<file path="config.mk">
export PLATFORM = sky130hd
export DESIGN_NAME = superfast_string_hash_top
export DESIGN_NICKNAME = d
export VERILOG_FILES = /design/src/design/shf_pkg.sv /design/src/design/shf_mix.sv /design/src/design/shf_avalanche.sv /design/src/design/superfast_string_hash_top.sv
export SDC_FILE = /design/constraint.sdc
export NUM_CORES = 1
export LEC_CHECK = 0
export BUFFER_PORTS_ARGS = -buffer_cell sky130_fd_sc_hd__buf_2
export CAP_MARGIN = 30
export CELL_PAD_IN_SITES_DETAIL_PLACEMENT = 1
export CELL_PAD_IN_SITES_GLOBAL_PLACEMENT = 1
export CORE_MARGIN = 2
export CORE_UTILIZATION = 44
export CTS_CLUSTER_DIAMETER = 80
export DETAILED_ROUTE_END_ITERATION = 16
export MAX_ROUTING_LAYER = met4
export PLACE_DENSITY_LB_ADDON = 0.08
export SYNTH_ARGS = -nofsm -noshare
export SYNTH_HDL_FRONTEND = slang
export SYNTH_SLANG_ARGS = --single-unit
export TNS_END_PERCENT = 50
</file>
<file path="constraint.sdc">
create_clock -name clk -period 22.7 [get_ports clk]
set_clock_uncertainty 0.05 [all_clocks]
set_input_delay 3.405 -clock clk [delete_from_list [all_inputs] [get_ports clk]]
set_output_delay 3.405 -clock clk [all_outputs]
set_load 0.01 [all_outputs]
</file>
<file path="src/design/shf_pkg.sv">
`timescale 1ns / 1ps
// ----------------------------------------------------------------------------
// shf_pkg
// Shared types for the streaming string hash: input beat and stage hand-off.
// ----------------------------------------------------------------------------
package shf_pkg;

  // one input beat as held in the input register
  typedef struct packed {
    logic [7:0]  data_byte;
    logic [31:0] string_length;
    logic        last_byte;
  } shf_beat_t;

  // pre-avalanche hash handed from the mixing stage to the final stage
  typedef struct packed {
    logic        valid;
    logic [31:0] value;
  } shf_pre_t;

endpackage

</file>
<file path="src/design/shf_mix.sv">
`timescale 1ns / 1ps
// ----------------------------------------------------------------------------
// shf_mix
// Input register, running hash state, four-byte mixing round and tail rule.
// ----------------------------------------------------------------------------
module shf_mix (
  input  logic              clk,
  input  logic              rst,
  input  logic              in_valid,
  output logic              in_stall,
  input  shf_pkg::shf_beat_t in_beat,
  output shf_pkg::shf_pre_t  pre,
  input  logic              pre_take
);
  import shf_pkg::*;

  // sign-extend one byte to 32 bits
  function automatic logic [31:0] sext8(input logic [7:0] b);
    sext8 = {{24{b[7]}}, b};
  endfunction

  // one mixing round over two little-endian 16-bit words
  function automatic logic [31:0] mix_round(input logic [31:0] acc,
                                            input logic [15:0] w0,
                                            input logic [15:0] w1);
    logic [31:0] h;
    logic [31:0] t;
    h = acc + {16'd0, w0};
    t = ({16'd0, w1} << 11) ^ h;
    h = (h << 16) ^ t;
    h = h + (h >> 11);
    mix_round = h;
  endfunction

  // leftover bytes of an unfinished group
  function automatic logic [31:0] tail_mix(input logic [31:0] acc,
                                           input logic [23:0] hb,
                                           input logic [1:0]  hc);
    logic [31:0] h;
    h = acc;
    case (hc)
      2'd3: begin
        h = h + {16'd0, hb[15:0]};
        h = h ^ (h << 16);
        h = h ^ (sext8(hb[23:16]) << 18);
        h = h + (h >> 11);
      end
      2'd2: begin
        h = h + {16'd0, hb[15:0]};
        h = h ^ (h << 11);
        h = h + (h >> 17);
      end
      2'd1: begin
        h = h + sext8(hb[7:0]);
        h = h ^ (h << 10);
        h = h + (h >> 1);
      end
      default: begin
        h = acc;
      end
    endcase
    tail_mix = h;
  endfunction

  // input register
  logic      beat_valid;
  shf_beat_t beat;

  // running state
  logic [31:0] hash_acc;
  logic [23:0] held_bytes;
  logic [1:0]  held_count;
  logic        in_string;

  logic [31:0] hash_acc_next;
  logic [23:0] held_bytes_next;
  logic [1:0]  held_count_next;
  logic        in_string_next;

  logic [31:0] acc_cur;
  logic [23:0] hb_cur;
  logic [1:0]  hc_cur;
  logic [31:0] acc_upd;
  logic [23:0] hb_upd;
  logic [1:0]  hc_upd;
  logic        zero_len;
  logic        want_result;
  logic [31:0] result_value;
  logic        pre_room;
  logic        consume;

  // pre-avalanche result register
  logic        pre_valid;
  logic [31:0] pre_value;

  // mixing and tail logic for the beat in the input register
  always_comb begin
    zero_len = (beat.string_length == 32'd0);
    acc_cur  = in_string ? hash_acc   : beat.string_length;
    hb_cur   = in_string ? held_bytes : 24'd0;
    hc_cur   = in_string ? held_count : 2'd0;
    if (hc_cur == 2'd3) begin
      acc_upd = mix_round(acc_cur, hb_cur[15:0], {beat.data_byte, hb_cur[23:16]});
      hb_upd  = 24'd0;
      hc_upd  = 2'd0;
    end else begin
      acc_upd = acc_cur;
      hb_upd  = hb_cur;
      case (hc_cur)
        2'd0:    hb_upd[7:0]   = beat.data_byte;
        2'd1:    hb_upd[15:8]  = beat.data_byte;
        2'd2:    hb_upd[23:16] = beat.data_byte;
        default: hb_upd        = hb_cur;
      endcase
      hc_upd = hc_cur + 2'd1;
    end
    want_result = zero_len || beat.last_byte;
    // a closed group leaves nothing for the tail rule
    if (zero_len)
      result_value = 32'd0;
    else if (hc_cur == 2'd3)
      result_value = acc_upd;
    else
      result_value = tail_mix(acc_cur, hb_upd, hc_upd);
    if (want_result) begin
      hash_acc_next   = 32'd0;
      held_bytes_next = 24'd0;
      held_count_next = 2'd0;
      in_string_next  = 1'b0;
    end else begin
      hash_acc_next   = acc_upd;
      held_bytes_next = hb_upd;
      held_count_next = hc_upd;
      in_string_next  = 1'b1;
    end
  end

  // stage flow: a beat is used up when its result, if any, has room
  assign pre_room = !pre.valid || pre_take;
  assign consume  = beat_valid && (!want_result || pre_room);
  assign in_stall = beat_valid && !consume;

  // input register
  always_ff @(posedge clk) begin
    if (rst) begin
      beat_valid <= 1'b0;
    end else if (!in_stall) begin
      beat_valid <= in_valid;
    end
  end

  always_ff @(posedge clk) begin
    if (!in_stall && in_valid) begin
      beat <= in_beat;
    end
  end

  // running state update
  always_ff @(posedge clk) begin
    if (rst) begin
      hash_acc   <= 32'd0;
      held_bytes <= 24'd0;
      held_count <= 2'd0;
      in_string  <= 1'b0;
    end else if (consume) begin
      hash_acc   <= hash_acc_next;
      held_bytes <= held_bytes_next;
      held_count <= held_count_next;
      in_string  <= in_string_next;
    end
  end

  // pre-avalanche result register
  always_ff @(posedge clk) begin
    if (rst) begin
      pre_valid <= 1'b0;
    end else if (pre_room) begin
      pre_valid <= consume && want_result;
    end
  end

  always_ff @(posedge clk) begin
    if (pre_room && consume && want_result) begin
      pre_value <= result_value;
    end
  end

  assign pre = {pre_valid, pre_value};

  // a held result does not change until taken
  a_pre_hold: assert property (@(posedge clk) disable iff (rst)
    pre.valid && !pre_take |=> pre.valid && $stable(pre.value))
    else $error("pre-avalanche result changed while held");

  // the last byte ends the string
  a_last_ends: assert property (@(posedge clk) disable iff (rst)
    consume && beat.last_byte |=> !in_string && held_count == 2'd0)
    else $error("string state survived the last byte");

  // held bytes only exist inside a string
  a_held_in_string: assert property (@(posedge clk) disable iff (rst)
    held_count != 2'd0 |-> in_string)
    else $error("held bytes outside a string");

  // an empty string yields zero on the next cycle
  a_zero_len: assert property (@(posedge clk) disable iff (rst)
    consume && zero_len |=> pre.valid && pre.value == 32'd0)
    else $error("empty string did not give zero");

endmodule

</file>
<file path="src/design/shf_avalanche.sv">
`timescale 1ns / 1ps
// ----------------------------------------------------------------------------
// shf_avalanche
// Final avalanche rule and the output register of the hash channel.
// ----------------------------------------------------------------------------
module shf_avalanche (
  input  logic              clk,
  input  logic              rst,
  input  shf_pkg::shf_pre_t  pre,
  output logic              pre_take,
  output logic              out_valid,
  input  logic              out_stall,
  output logic [31:0]       hash_value
);
  import shf_pkg::*;

  logic [31:0] hash_next;

  // avalanche shifts and adds
  always_comb begin
    hash_next = pre.value;
    hash_next = hash_next ^ (hash_next << 3);
    hash_next = hash_next + (hash_next >> 5);
    hash_next = hash_next ^ (hash_next << 4);
    hash_next = hash_next + (hash_next >> 17);
    hash_next = hash_next ^ (hash_next << 25);
    hash_next = hash_next + (hash_next >> 6);
  end

  // output register frees up when empty or when its beat leaves
  assign pre_take = !out_valid || !out_stall;

  always_ff @(posedge clk) begin
    if (rst) begin
      out_valid <= 1'b0;
    end else if (pre_take) begin
      out_valid <= pre.valid;
    end
  end

  always_ff @(posedge clk) begin
    if (pre_take && pre.valid) begin
      hash_value <= hash_next;
    end
  end

endmodule

</file>
<file path="src/design/superfast_string_hash_top.sv">
`timescale 1ns / 1ps
// ----------------------------------------------------------------------------
// superfast_string_hash_top
// Streaming 32-bit string hash, one byte per beat.
// ----------------------------------------------------------------------------
// Takes one string byte per cycle while in_stall is low, with no gaps
// between strings. A beat passes an input register, then the mixing logic
// that updates the running hash (this state update sets the byte rate),
// then the pre-avalanche register, the avalanche stage and the output
// register, where hash_value appears for the beat carrying last_byte, or a
// beat with a zero string_length, which returns 0 and drops any string in
// progress. string_length seeds the hash on the first byte of each string
// only. Stalls on the output back up through the stages; input beats keep
// flowing while finished hashes wait, until two are held and a third has
// nowhere to go.
module superfast_string_hash_top (
  input  logic        clk,
  input  logic        rst,
  input  logic        in_valid,
  output logic        in_stall,
  input  logic [7:0]  data_byte,
  input  logic [31:0] string_length,
  input  logic        last_byte,
  output logic        out_valid,
  input  logic        out_stall,
  output logic [31:0] hash_value
);
  import shf_pkg::*;

  shf_beat_t in_beat;
  shf_pre_t  pre;
  logic      pre_take;

  // gather input fields into one beat
  assign in_beat = {data_byte, string_length, last_byte};

  // mixing stage
  shf_mix u_mix (
    .clk      (clk),
    .rst      (rst),
    .in_valid (in_valid),
    .in_stall (in_stall),
    .in_beat  (in_beat),
    .pre      (pre),
    .pre_take (pre_take)
  );

  // avalanche and output stage
  shf_avalanche u_avalanche (
    .clk        (clk),
    .rst        (rst),
    .pre        (pre),
    .pre_take   (pre_take),
    .out_valid  (out_valid),
    .out_stall  (out_stall),
    .hash_value (hash_value)
  );

endmodule
</file>
# Word-level counts from Yosys, hierarchy flattened
# Cells that the tools add are included.
# W data, S select, Z words.
word_totals:
  word_cells: 72
  latchBits: 0
  n_memories: 0
  romBits: 0
  output_inout_bits: 34
  reg_bits: 167
  in_bits: 45
  ram_bits: 0
op_classes:
  n_mul: 0
  n_addsub: 11
  shifts: 0
  div: 0
  bitwise_logic: 9
  n_mux: 15
  order_cmp: 0
  eq_ne: 6
  n_reduce_logical: 19
op_table:
  columns: ["op", "count"]
  rows:
  - ["$xor A32 B32 Y32", 8]
  - ["$mux W32", 4]
  - ["$pmux W32 S3", 1]
  - ["$mux W24", 3]
  - ["$add A32 B15 Y32", 2]
  - ["$add A32 B16 Y32", 2]
  - ["$add A32 B21 Y32", 2]
  - ["$add A32 B26 Y32", 1]
  - ["$add A32 B27 Y32", 1]
  - ["$add A32 B31 Y32", 1]
  - ["$add A32 B32 Y32", 1]
  - ["$logic_not A32 Y1", 1]
  - ["$xor A27 B32 Y32", 1]
  - ["$mux W8", 3]
  - ["$eq A2 B2 Y1 const B", 4]
  - ["$logic_and A1 B1 Y1", 7]
  - ["$logic_not A1 Y1", 6]
  - ["$mux W2", 3]
  - ["$eq A2 B1 Y1 const B", 2]
  - ["$logic_or A1 B1 Y1", 4]
  - ["$add A2 B1 Y2 const B", 1]
  - ["$logic_not A2 Y1", 1]
  - ["$mux W1", 1]

# Depth between registers and ports, before layout
# Gate-level depths: netlist (run 1).
depth:
  word_depth: 10
  ltp_mapped: 40
  mapped_depth_nobuf: 35

# By module
# A second synthesis (run 1) with hierarchy kept.
unflattened:
  hier_cells: 2819
  hier_area_um2: 22905.7
modules_own_cells:
  columns: ["module", "n_inst", "cells_per_inst", "area_per_inst_um2", "seq_area_each_um2"]
  rows:
  - ["shf_mix", 1, 2032, 16365.7, 3413.3]
  - ["shf_avalanche", 1, 787, 6540.0, 980.9]

# Worst setup path before layout (run 1)
# OpenSTA, ideal clock, no wires.
synth_path:
  path_type: "register -> register"
  start: "reg u_mix.in_string"
  end: "reg u_mix.pre_value[26] (data pin)"
  path_stages_with_launch: 39
  arrival_time_ns: 8.508
  setup_time_ns: 0.207
  path_slack_ns: 13.935
  cell_sequence: "dfxtp_1 buf_2 buf_4 buf_1 buf_1 buf_1 nand2_1 inv_1 ha_1 clkbuf_1 clkbuf_1 clkbuf_1 nor2_1 ha_1 fa_1 a21o_1 a21oi_2 o21ai_1 (+3 left out) nor2_1 xnor3_1 fa_1 nor2b_1 o21ai_0 a21boi_0 o21ai_0 a21boi_0 o21ai_0 a21boi_0 o31ai_1 a211oi_1 o21ai_0 nor2_1 nand4_1 xnor2_1 a21oi_1 a2111oi_0"
synth_between:
  elab_chain_len: 10
  elab_cells_between_ends: 32
  classes_between: "8 x add/sub; 6 x eq/ne; 11 x mux; 6 x bitwise; 1 x reduce/logical"
synth_lines:
  columns: ["item", "line_no", "rtl"]
  rows:
  - ["start: declaration", "shf_mix.sv:73", "logic in_string;"]
  - ["start signal: assignment", "shf_mix.sv:169", "in_string <= in_string_next;"]
  - ["$mux W2", "shf_mix.sv:101", "hc_cur = in_string ? held_count : 2'd0;"]
  - ["$eq A2 B1 Y1 / $logic_not A2 Y1 (equally long branches)", "shf_mix.sv:109", "case (hc_cur)"]
  - ["$mux W8", "shf_mix.sv:109", null]
  - ["$mux W24", "shf_mix.sv:102", "if (hc_cur == 2'd3) begin"]
  - ["$add A32 B16 Y32", "shf_mix.sv:43, shf_mix.sv:49", null]
  - ["$xor A32 B32 Y32", "shf_mix.sv:44", "h = h ^ (h << 16);"]
  - ["$xor A32 B32 Y32", "shf_mix.sv:45", "h = h ^ (sext8(hb[23:16]) << 18);"]
  - ["$add A32 B21 Y32", "shf_mix.sv:46", "h = h + (h >> 11);"]
  - ["$pmux W32 S3", "shf_mix.sv:41", "case (hc)"]
  - ["$mux W32 (*)", "shf_mix.sv:121", "else if (hc_cur == 2'd3)"]
  - ["end signal: assignment", "shf_mix.sv:184", "pre_value <= result_value;"]
  - ["end: declaration", "shf_mix.sv:94", "logic [31:0] pre_value;"]
# Mark *: on every way between the ends. The rest lies on a longest branch, timed or not.
# A chain may end at the register's enable or synchronous reset.

# Worst setup path in the final report (run 1)
# Same ends and word-level chain as after synthesis.

==> summary.md, run 1 <==
| Metric | Value |
|---|---|
| Crit share post-route | 0.4100 |
| Fin. max-slew vios | 0 |
| Highest Clock Rate | roughly 110 MHz |
| Die span in y | ~230 um |
| Port Buf Inserts | 78 |
| Min cycle time layout | 9.306 ns |
| Post-Syn Area | between 0.02 and 0.025 mm2 |
| Hold Crit Start | u_mix.hash_acc[24] |
| Number of synthesized flops with an enable pin | ~110 |
| Vias per cell | about 6.3 |
| Initial core utilization | 0.4451 |
| Worst Hold Depth | 2 |
| Req. time, crit path | 22.89 ns |
| Largest net degree at the start of global routing | 59 |
| Initial antenna violation count | 5 |
| Worst skew pair latency | between 0.4 and 0.5 ns |
| GR Util met2 | 0.5876 |
| Flops & latches, synth | about 170 |
| Ys flop type | edfxtp_1 |
| Non-Filler Instances | between 3000 and 4000 |
| Post-CTS sizing | 0 |
| Worst EP arrival | 9.50 ns |
| Share of the synthesized area in the top cell type | 0.1450 |
| Max_cap viols | 0 |
| Filler cells | roughly 5900 |
| Die area | a little over 0.05 mm2 |
| Most frequent cells in the layout | 262 x xnor2_1, 246 x nor2_1, 238 x a21oi_1, 212 x ha_1, 175 x nand2_1 |
| Commonest non-fill, non-tap cell in the layout | xnor2_1 |
| RD Place Congestion | just over 1 |
| Syn nets | between 2000 and 3000 |
| Reg2Reg Depth | 30 |
| Syn. warnings | 0 |
| Delay of the slowest critical-path stage | between 0.7 and 0.8 ns |
| Area Overhead vs Synth | 7.901% |
| Setup bufs post-CTS | 0 |
| Synth area leaders | edfxtp_1 15%, ha_1 12%, xnor2_1 11% |
| DRC viols | 0 |
| Register area share after synthesis | 0.2021 |
| Footprint of the multi-input gates | about 0.017 mm2 |
| GRT Util Overall | 0.3552 |
| Root Buffer | clkbuf_16 |
| H-Tree Depth | 4 |
| Worst r2r dst | u_mix.pre_value[26] |
| TritonRoute pass-1 iters | 6 |
| Async set-reset flop share out of synthesis | 0 |
| Placed cell count | between 3000 and 4000 |
| Yosys top cell by area | edfxtp_1 |
| Core ar. | between 0.04 and 0.05 mm2 |
| Avg WL per Cell | 26.39 um |
| Hold Path End | u_mix.hash_acc[24] |
| # IOs | between 70 and 80 |
| Setup TNS | 0 ns |
| Vias in the first global route | ~21000 |
| CTS Sinks | between 150 and 200 |
| Final count of negative-setup-slack endpoints | 0 |
| Worst-Margin Slew | between 1 and 1.5 ns |
| Die extent in x | 226.3 um |
| Reg2reg start | u_mix.in_string |
| Final hold vios | 0 |
| CTS tree | yes |
| Crit path max fanout | 56 |
| Nets | 2955 |
| Synth Area per Inst | around 8.2 um2 |
| Clock Pin Slew Worst Setup and Hold Paths | around 0.090 ns |
| Flop2flop setup slack | 13.39 ns |
| First-pass GRT wire length | 132.0 mm |
| DP Area | approximately 0.023 mm2 |
| Crit end category | flip-flop |
| Critical path's most frequent cell | o21ai_0 |
| Detailed Route Iter0 Violations | ~1400 |
| Hold WC Path Type | flip-flop to flip-flop |
| Sequential Area | roughly 0.0044 mm2 |
| DRT antenna net count | 0 |
| Status | complete, no violations |
| CTS Buf Count | 17 |
| Startpoint types | flip-flop |
| Yosys cell types | around 110 |
| Share of layout cells above drive strength 1 | 0.08559 |
| Crit Path Class | flip-flop to flip-flop |
| Vias | between 20000 and 25000 |
| Slowest cell on the critical path | dfxtp_2 |
| Fin area | 0.02346 mm2 |
| Cts hold-fix bufs | 0 |
| RSZ-0062 raised after global routing | no |
| Routing usage on met1 | 0.4271 |
| Max-slew headroom | 0.2665 |
| Congestion Overflow GR | 0 |
| DRT Wirelength | 88.85 mm |
| Met3 Usage GRT | 0.04315 |
| GRT Max-Usage Layer | met2 |
| DP Wirelength | roughly 72 mm |
| Std-Cell Rows | 81 |
| Post-Syn Instances | roughly 2600 |
| CTS Buffer Depth | 2 |
## per-stage QoR
step	util	hold WS (ns)	setup WS (ns)
3_3_place_gp	0.4670	0.3869	13.94
5_1_grt	0.4802	0.4318	12.76
2_1_floorplan	-	0.3748	13.94
3_5_place_dp	0.4675	0.3963	13.64
6_report	0.4802	0.4054	13.39
4_1_cts	0.4794	0.4063	13.60
## cell families after synthesis
family | after synthesis | synth area share
buf+inv | 195 | 0.03562
flops | 167 | 0.2021
simple gates | 772 | 0.1733
mux | 57 | 0.02768
xor+xnor | 417 | 0.1780
fa+ha+maj | 225 | 0.1325
compound gates | 815 | 0.2508
## critical path: cells and delay by family (launching register included)
kind | cells | cell delay [ns]
compound gates | 16 | 4.13
xor+xnor | 2 | 0.46
fa+ha+maj | 3 | 1.53
buf+inv | 2 | 0.79
flops | 1 | 0.76
simple gates | 7 | 1.31
## synth_stat cells, drive strengths merged (34+ instances only)
cell      n
nor3     53
and2     34
nor2    252
xor2    139
inv     104
o21ai   154
nor2b    34
o21a     37
nand3    56
a21oi   242
o211ai   34
dfxtp    62
a21o     74
edfxtp  105
clkbuf   60
nand2   175
xnor2   265
ha      215
mux2i    42
a22oi    35
## how the worst max path moves through the flow
stage | startpoint | to | cells after the start
after global placement | u_mix.in_string | u_mix.pre_value[26] | 30
after floorplan | u_mix.in_string | u_mix.pre_value[26] | 38
final | u_mix.in_string | u_mix.pre_value[26] | 30
after global routing | u_mix.in_string | u_mix.pre_value[26] | 30
after CTS | u_mix.in_string | u_mix.pre_value[26] | 30
after detailed placement | u_mix.in_string | u_mix.pre_value[26] | 30
## state kept, by name (all words and copies together) (netlist names)
register                cells
u_mix.held_bytes           24
u_mix.beat                 41
u_mix.in_string             1
u_mix.hash_acc             32
u_mix.pre_value            32
u_mix.held_count            2
u_avalanche.out_valid       1
u_avalanche.hash_value     32
u_mix.beat_valid            1
u_mix.pre_valid             1
## per-layer routing
layer,up-vias,wire length [um]
met2,644,42300
met1,10410,37370
met5,-,0
li1,9788,-
met3,207,4371
met4,0,4806
## area by class of cell
type                    instances  share of cell area
inverters                     106             0.01696
diodes                          4           0.0004267
well taps                     664             0.03542
multi-input cells            2286              0.7085
clock inverters                13            0.005814
repair buffers                108             0.02667
clock buffers                  19             0.01888
flip-flops and latches        167              0.1874
Power of run 1 is left out: the tool's default activity adds up to more than one toggle a clock period on the data nets, which glitch-free logic cannot reach.
==> run 2, diff against run 1 <==
==> constraint.sdc (replaced) <==
create_clock -name clk -period 8.75 [get_ports clk]
set_clock_uncertainty 0.05 [all_clocks]
set_input_delay 1.3125 -clock clk [delete_from_list [all_inputs] [get_ports clk]]
set_output_delay 1.3125 -clock clk [all_outputs]
set_load 0.01 [all_outputs]
==> run 2 against run 1 <==
Net effect: critical path depth shrank 2; final cell count grew 1.4%; sequential share of layout area shrank 0.38 points; via count grew 0.77%; global-route usage shrank 0.20 points; flip-flop and latch count is the same; die area is the same; non-clock buffer count grew 49; core utilization grew 0.98 points; largest cell class unchanged; cell area grew 2.0%; maximum frequency grew 12%.
==> summary.md, run 2 (synthesis results as in run 1) <==
| Metric | Value |
|---|---|
| Status | complete, no violations |
| Crit Path Class | flip-flop to flip-flop |
| Clock Pin Slew Worst Setup and Hold Paths | 0.07 ns (-0.02 ns) |
| Filler cells | 5932 (+0.30%) |
| Vias per cell | 6.213 (-0.62%) |
| Largest net degree at the start of global routing | 66 (+12%) |
| Detailed Route Iter0 Violations | 1570 (+15%) |
| First-pass GRT wire length | 131.2 mm (-0.57%) |
| CP bufs+invs | 0 (-2) |
| Most flops, register | u_mix.beat |
| DRT Wirelength | 88.62 mm (-0.27%) |
| Avg WL per Cell | 25.96 um (-1.6%) |
| Reg2Reg Depth | 28 (-6.7%) |
| Final core occ | 0.4900 (+0.009810) |
| Most frequent cells in the layout | 257 x xnor2_1, 246 x nor2_1, 238 x a21oi_1, 212 x ha_1, 175 x nand2_1 |
| CTS Sinks | 167 (unchanged) |
| Req. time, crit path | 8.90 ns (-13.99 ns) |
| GRT Util Overall | 0.3532 (-0.001977) |
| Share of layout cells above drive strength 1 | 0.1044 (+0.01885) |
| Final hold vios | 0 (unchanged) |
| Congestion Overflow GR | 0 (unchanged) |
| CTS Buf Count | 17 (unchanged) |
| Die span in y | 226.3 um (unchanged) |
| Nets | 3004 (+1.7%) |
| Fin. max-slew vios | 0 (unchanged) |
| Slowest cell on the critical path | a2111oi_0 |
| TritonRoute pass-1 iters | 5 (-1) |
| Worst EP arrival | 8.44 ns (-1.06 ns) |
| DP Area | 0.02322 mm2 (+1.7%) |
| Crit-path leading delay family | compound AO/OA/AOI/OAI gates |
| Vias | 21210 (+0.77%) |
| Vias in the first global route | 21420 (+1.5%) |
| Initial antenna violation count | 2 (-3) |
| Worst-Margin Slew | 1.064 ns (-0.02872 ns) |
| Std-Cell Rows | 81 (unchanged) |
| Max-slew headroom | 0.2882 (+0.02176) |
| H-Tree Depth | 4 (unchanged) |
| Crit share post-route | 0.9477 (+0.5377) |
| RD Place Congestion | 1.032 (+2.4%) |
| Worst Hold Depth | 2 (unchanged) |
| Crit path max fanout | 9 (-84%) |
| Delay of the slowest critical-path stage | 0.62 ns (-0.14 ns) |
| Hold WC Path Type | flip-flop to flip-flop |
| Port Buf Inserts | 78 (unchanged) |
| Critical path's most frequent cell | a21o_1 |
| Crit. path cell count | 28 (-6.7%) |
| Area Overhead vs Synth | 10.11% |
| CTS Buffer Depth | 2 (unchanged) |
| RSZ-0062 raised after global routing | no |
| Number of flip-flops in the largest register | 41 (unchanged) |
| DRT antenna net count | 0 (unchanged) |
| Die area | 0.05120 mm2 (unchanged) |
| Fin area | 0.02394 mm2 (+2.0%) |
| DP Wirelength | 72.83 mm (+0.99%) |
| Setup TNS | 0 ns (unchanged) |
| Crit end category | flip-flop |
| Final count of negative-setup-slack endpoints | 0 (unchanged) |
| Highest Clock Rate | 120.6 MHz (+12%) |
| Worst skew pair latency | 0.49 ns (about the same) |
| Startpoint types | flip-flop |
| Max_cap viols | 0 (unchanged) |
| DRC viols | 0 (unchanged) |
| Die extent in x | 226.3 um (unchanged) |
| Min cycle time layout | 8.292 ns (-1.014 ns) |
| CTS tree | yes |
| # IOs | 79 (unchanged) |
| Root Buffer | clkbuf_16 |
| Core ar. | 0.04885 mm2 (unchanged) |
| Initial core utilization | 0.4451 (unchanged) |
| Commonest non-fill, non-tap cell in the layout | xnor2_1 |
| Cts hold-fix bufs | 0 (unchanged) |
[run 2: cell count changes in the layout (fill, tap and decap cells not counted), moves of 3 or more]
cell | before | now
buf_4 | 28 | 76
xnor2_1 | 262 | 257
xnor2_2 | 3 | 8
clkbuf_1 | 1 | 5
a2111oi_0 | 9 | 6
a2111oi_1 | 0 | 3
inv_8 | 4 | 1
[run 2: final timing paths]
path                      startpoint             endpoint  slack (ns)
setup / recovery     u_mix.in_string  u_mix.pre_value[25]        0.46
hold / removal    u_mix.hash_acc[24]   u_mix.hash_acc[24]        0.41
setup reg to reg     u_mix.in_string  u_mix.pre_value[25]        0.46
hold reg to reg   u_mix.hash_acc[24]   u_mix.hash_acc[24]        0.41
[run 2: final cells by class]
type	instances	area, um2	area share
diodes	2	5.005	0.0002091
flip-flops and latches	167	4395	0.1836
clock buffers	23	457.9	0.01913
inverters	106	397.9	0.01662
well taps	664	830.8	0.03471
multi-input cells	2286	16690	0.6972
repair buffers	157	1021	0.04265
clock inverters	9	140.1	0.005854
[run 2: per-stage QoR]
step                      hold WS, ns  cells  setup slack (ns)
after global placement         0.3856   3377            0.5134
after detailed placement       0.3942   3378            0.3670
after floorplan                0.3748   2648            0.1707
final                          0.4124   3414            0.4581
after CTS                      0.4121   3410            0.2831
after global routing           0.4283   3414           0.01649
[run 2: layer usage]
layer  vias to the layer above  GRT usage  routed length [um]
met3                       200    0.03771                3958
met5                         -          -                   0
met4                         0     0.1842                5038
met1                     10500     0.4273               37650
met2                       625     0.5818               41970
li1                       9888          -                   -
[run 2: what timing repair did]
action                                  4_1_cts  5_1_grt
resized for setup                             0       16
buffers inserted                              0        0
endpoints found under the setup margin        0       14
[run 2: tightest hold or removal path, delay by kind of cell (launching register included)]
family | cells | cell delay (ns)
DFF | 1 | 0.32
and+or+nand+nor | 1 | 0.05
AOI/OAI and AO/OA | 1 | 0.05
Power of run 2 is left out for the same reason.
==> run 3, diff against run 2 <==
--- a/config.mk
+++ b/config.mk
@@ -14,7 +14,7 @@
 export CTS_CLUSTER_DIAMETER = 80
 export DETAILED_ROUTE_END_ITERATION = 16
 export MAX_ROUTING_LAYER = met4
-export PLACE_DENSITY_LB_ADDON = 0.08
+export PLACE_DENSITY = 0.77
 export SYNTH_ARGS = -nofsm -noshare
 export SYNTH_HDL_FRONTEND = slang
 export SYNTH_SLANG_ARGS = --single-unit
==> run 3 against run 2 <==
Net effect: core utilization fell by 0.19 points; clock-buffer cell count fell by 5; worst hold slack got worse by 0.0063 ns; register-to-register slack improved by 0.03 ns; highest routed layer unchanged; non-clock buffer count fell by 2; critical endpoint unchanged; setup slack improved by 0.034 ns; critical path type unchanged; maximum frequency rose by 0.42%; largest cell class unchanged.
==> summary.md, run 3 (synthesis results as in run 1) <==
| Metric | Value |
|---|---|
| Core ar. | 0.04885 mm2 (unchanged) |
| Crit share post-route | 0.9437 (-0.003931) |
| Crit end category | flip-flop |
| Vias in the first global route | 21640 (+1.0%) |
| Detailed Route Iter0 Violations | 1510 (-3.8%) |
| DP Wirelength | 73.20 mm (+0.51%) |
| Clock Pin Slew Worst Setup and Hold Paths | 0.07 ns (about the same) |
| Congestion Overflow GR | 0 (unchanged) |
| Initial antenna violation count | 6 (+4) |
| CTS Sinks | 167 (unchanged) |
| CTS Buffer Depth | 2 (unchanged) |
| CTS tree | yes |
| Max_cap viols | 0 (unchanged) |
| Port Buf Inserts | 78 (unchanged) |
| Crit Path Class | flip-flop to flip-flop |
| Setup bufs post-CTS | 0 (unchanged) |
| Initial core utilization | 0.4451 (unchanged) |
| Met2 routed WL | 42.57 mm (+1.4%) |
| Final hold vios | 0 (unchanged) |
| Die area | 0.05120 mm2 (unchanged) |
| DRT Wirelength | 89.62 mm (+1.1%) |
| Flop2flop setup slack | 0.49 ns (+0.03 ns) |
| Vias per cell | 6.253 (+0.64%) |
| Highest Clock Rate | 121.1 MHz (+0.42%) |
| Req. time, crit path | 8.98 ns (+0.08 ns) |
| Worst r2r dst | u_mix.pre_value[25] |
| Hold Crit Start | u_mix.hash_acc[14] |
| GRT Util Overall | 0.3577 (+0.004526) |
| Worst Hold Depth | 2 (unchanged) |
| M1 wire length | 36.41 mm (-3.3%) |
| Status | complete, no violations |
| TritonRoute pass-1 iters | 5 (unchanged) |
| Die extent in x | 226.3 um (unchanged) |
| Delay of the slowest critical-path stage | 0.63 ns (about the same) |
| Hold Path End | u_mix.hash_acc[14] |
| Startpoint types | flip-flop |
| Reg2Reg Depth | 32 (+14%) |
| Largest net degree at the start of global routing | 62 (-6.1%) |
| Crit-path leading delay family | compound AO/OA/AOI/OAI gates |
| Commonest non-fill, non-tap cell in the layout | xnor2_1 |
| Final count of negative-setup-slack endpoints | 0 (unchanged) |
| Most frequent cells in the layout | 262 x xnor2_1, 246 x nor2_1, 238 x a21oi_1, 213 x ha_1, 175 x nand2_1 |
| Worst-Margin Slew | 1.046 ns (-0.01735 ns) |
| Nets | 3002 (-0.067%) |
| Fin. max-slew vios | 0 (unchanged) |
| RSZ-0062 raised after global routing | yes |
| Reg2reg start | u_mix.in_string |
| Met3 WL | 5.146 mm (+30%) |
| DRC viols | 0 (unchanged) |
| Max-slew headroom | 0.2936 (+0.005333) |
| Filler cells | 5931 (-0.017%) |
| Die span in y | 226.3 um (unchanged) |
| Area Overhead vs Synth | 9.680% |
| Vias | 21380 (+0.79%) |
| Most flops, register | u_mix.beat |
| RD Place Congestion | 1.061 (+2.8%) |
| Top Layer Used | met4 |
| Worst skew pair latency | 0.49 ns (about the same) |
| Worst EP arrival | 8.49 ns (+0.05 ns) |
| H-Tree Depth | 4 (unchanged) |
| First-pass GRT wire length | 132.8 mm (+1.2%) |
| Root Buffer | clkbuf_16 |
| Number of flip-flops in the largest register | 41 (unchanged) |
| Min cycle time layout | 8.258 ns (-0.03439 ns) |
| Hold WC Path Type | flip-flop to flip-flop |
| DRT antenna net count | 0 (unchanged) |
| CTS Buf Count | 17 (unchanged) |
| Hold_ws | 0.4061 ns (-0.006294 ns) |
| Avg WL per Cell | 26.21 um (+0.98%) |
| # IOs | 79 (unchanged) |
| Share of layout cells above drive strength 1 | 0.1023 (-0.002109) |
| CP bufs+invs | 4 (+4) |
| Crit path max fanout | 21 (+12) |
| Std-Cell Rows | 81 (unchanged) |
| Slowest cell on the critical path | a2111oi_1 |
run 3: changes by cell type in the layout (fill, tap and decap cells not counted), moves of 3 or more:
cell,before,now
diode_2,2,9
xnor2_1,257,262
xnor2_2,8,3
clkbuf_1,5,1
clkinv_2,1,4
run 3: through the flow:
step	setup WS (ns)	setup TNS, ns	utilization	instances	cell area [um2]
finish	0.4924	0	0.4881	3419	23850
global route	-0.04269	-0.07941	0.4880	3416	23840
CTS	0.2913	0	0.4868	3409	23780
detailed placement	0.3685	0	0.4751	3377	23210
global placement	0.5103	0	0.4746	3375	23180
floorplan	0.1707	0	-	2648	21740
run 3: routing by layer:
metal	global-route usage	vias to the layer above
li1	-	9889
met1	0.4195	10510
met2	0.5885	745
met3	0.04937	240
met4	0.2050	0
met5	-	-
run 3: worst max-delay path by stage:
stage	startpoint	slack [ns]	cells past startpoint	to
floorplan	u_mix.in_string	0.17	38	u_mix.pre_value[26]
global placement	u_mix.pre_value[5]	0.51	34	u_avalanche.hash_value[30]
detailed placement	u_mix.pre_value[5]	0.37	34	u_avalanche.hash_value[30]
CTS	u_mix.pre_value[5]	0.29	34	u_avalanche.hash_value[30]
global route	u_mix.in_string	-0.04	32	u_mix.pre_value[25]
finish	u_mix.in_string	0.49	32	u_mix.pre_value[25]
run 3: layout make-up:
cell class | count | area (um2) | share of cell area
Clock inverter | 14 | 142.6 | 0.005982
Tap cell | 664 | 830.8 | 0.03484
Clock buffer | 18 | 429.2 | 0.01800
Sequential cell | 167 | 4395 | 0.1843
Antenna cell | 9 | 22.52 | 0.0009445
Inverter | 106 | 397.9 | 0.01669
Timing Repair Buffer | 155 | 991.0 | 0.04156
Multi-Input combinational cell | 2286 | 16640 | 0.6977
run 3: worst min-delay path, delay by kind of cell (launching register included):
| family | cells | cell delay [ns] |
|---|---|---|
| simple gates | 1 | 0.05 |
| compound gates | 1 | 0.05 |
| flops | 1 | 0.31 |
run 3: what timing repair did:
action,4_1_cts,5_1_grt
setup endpoints to repair,0,12
resized for setup,0,7
hold buffers,0,0
Power of run 3 is left out for the same reason.
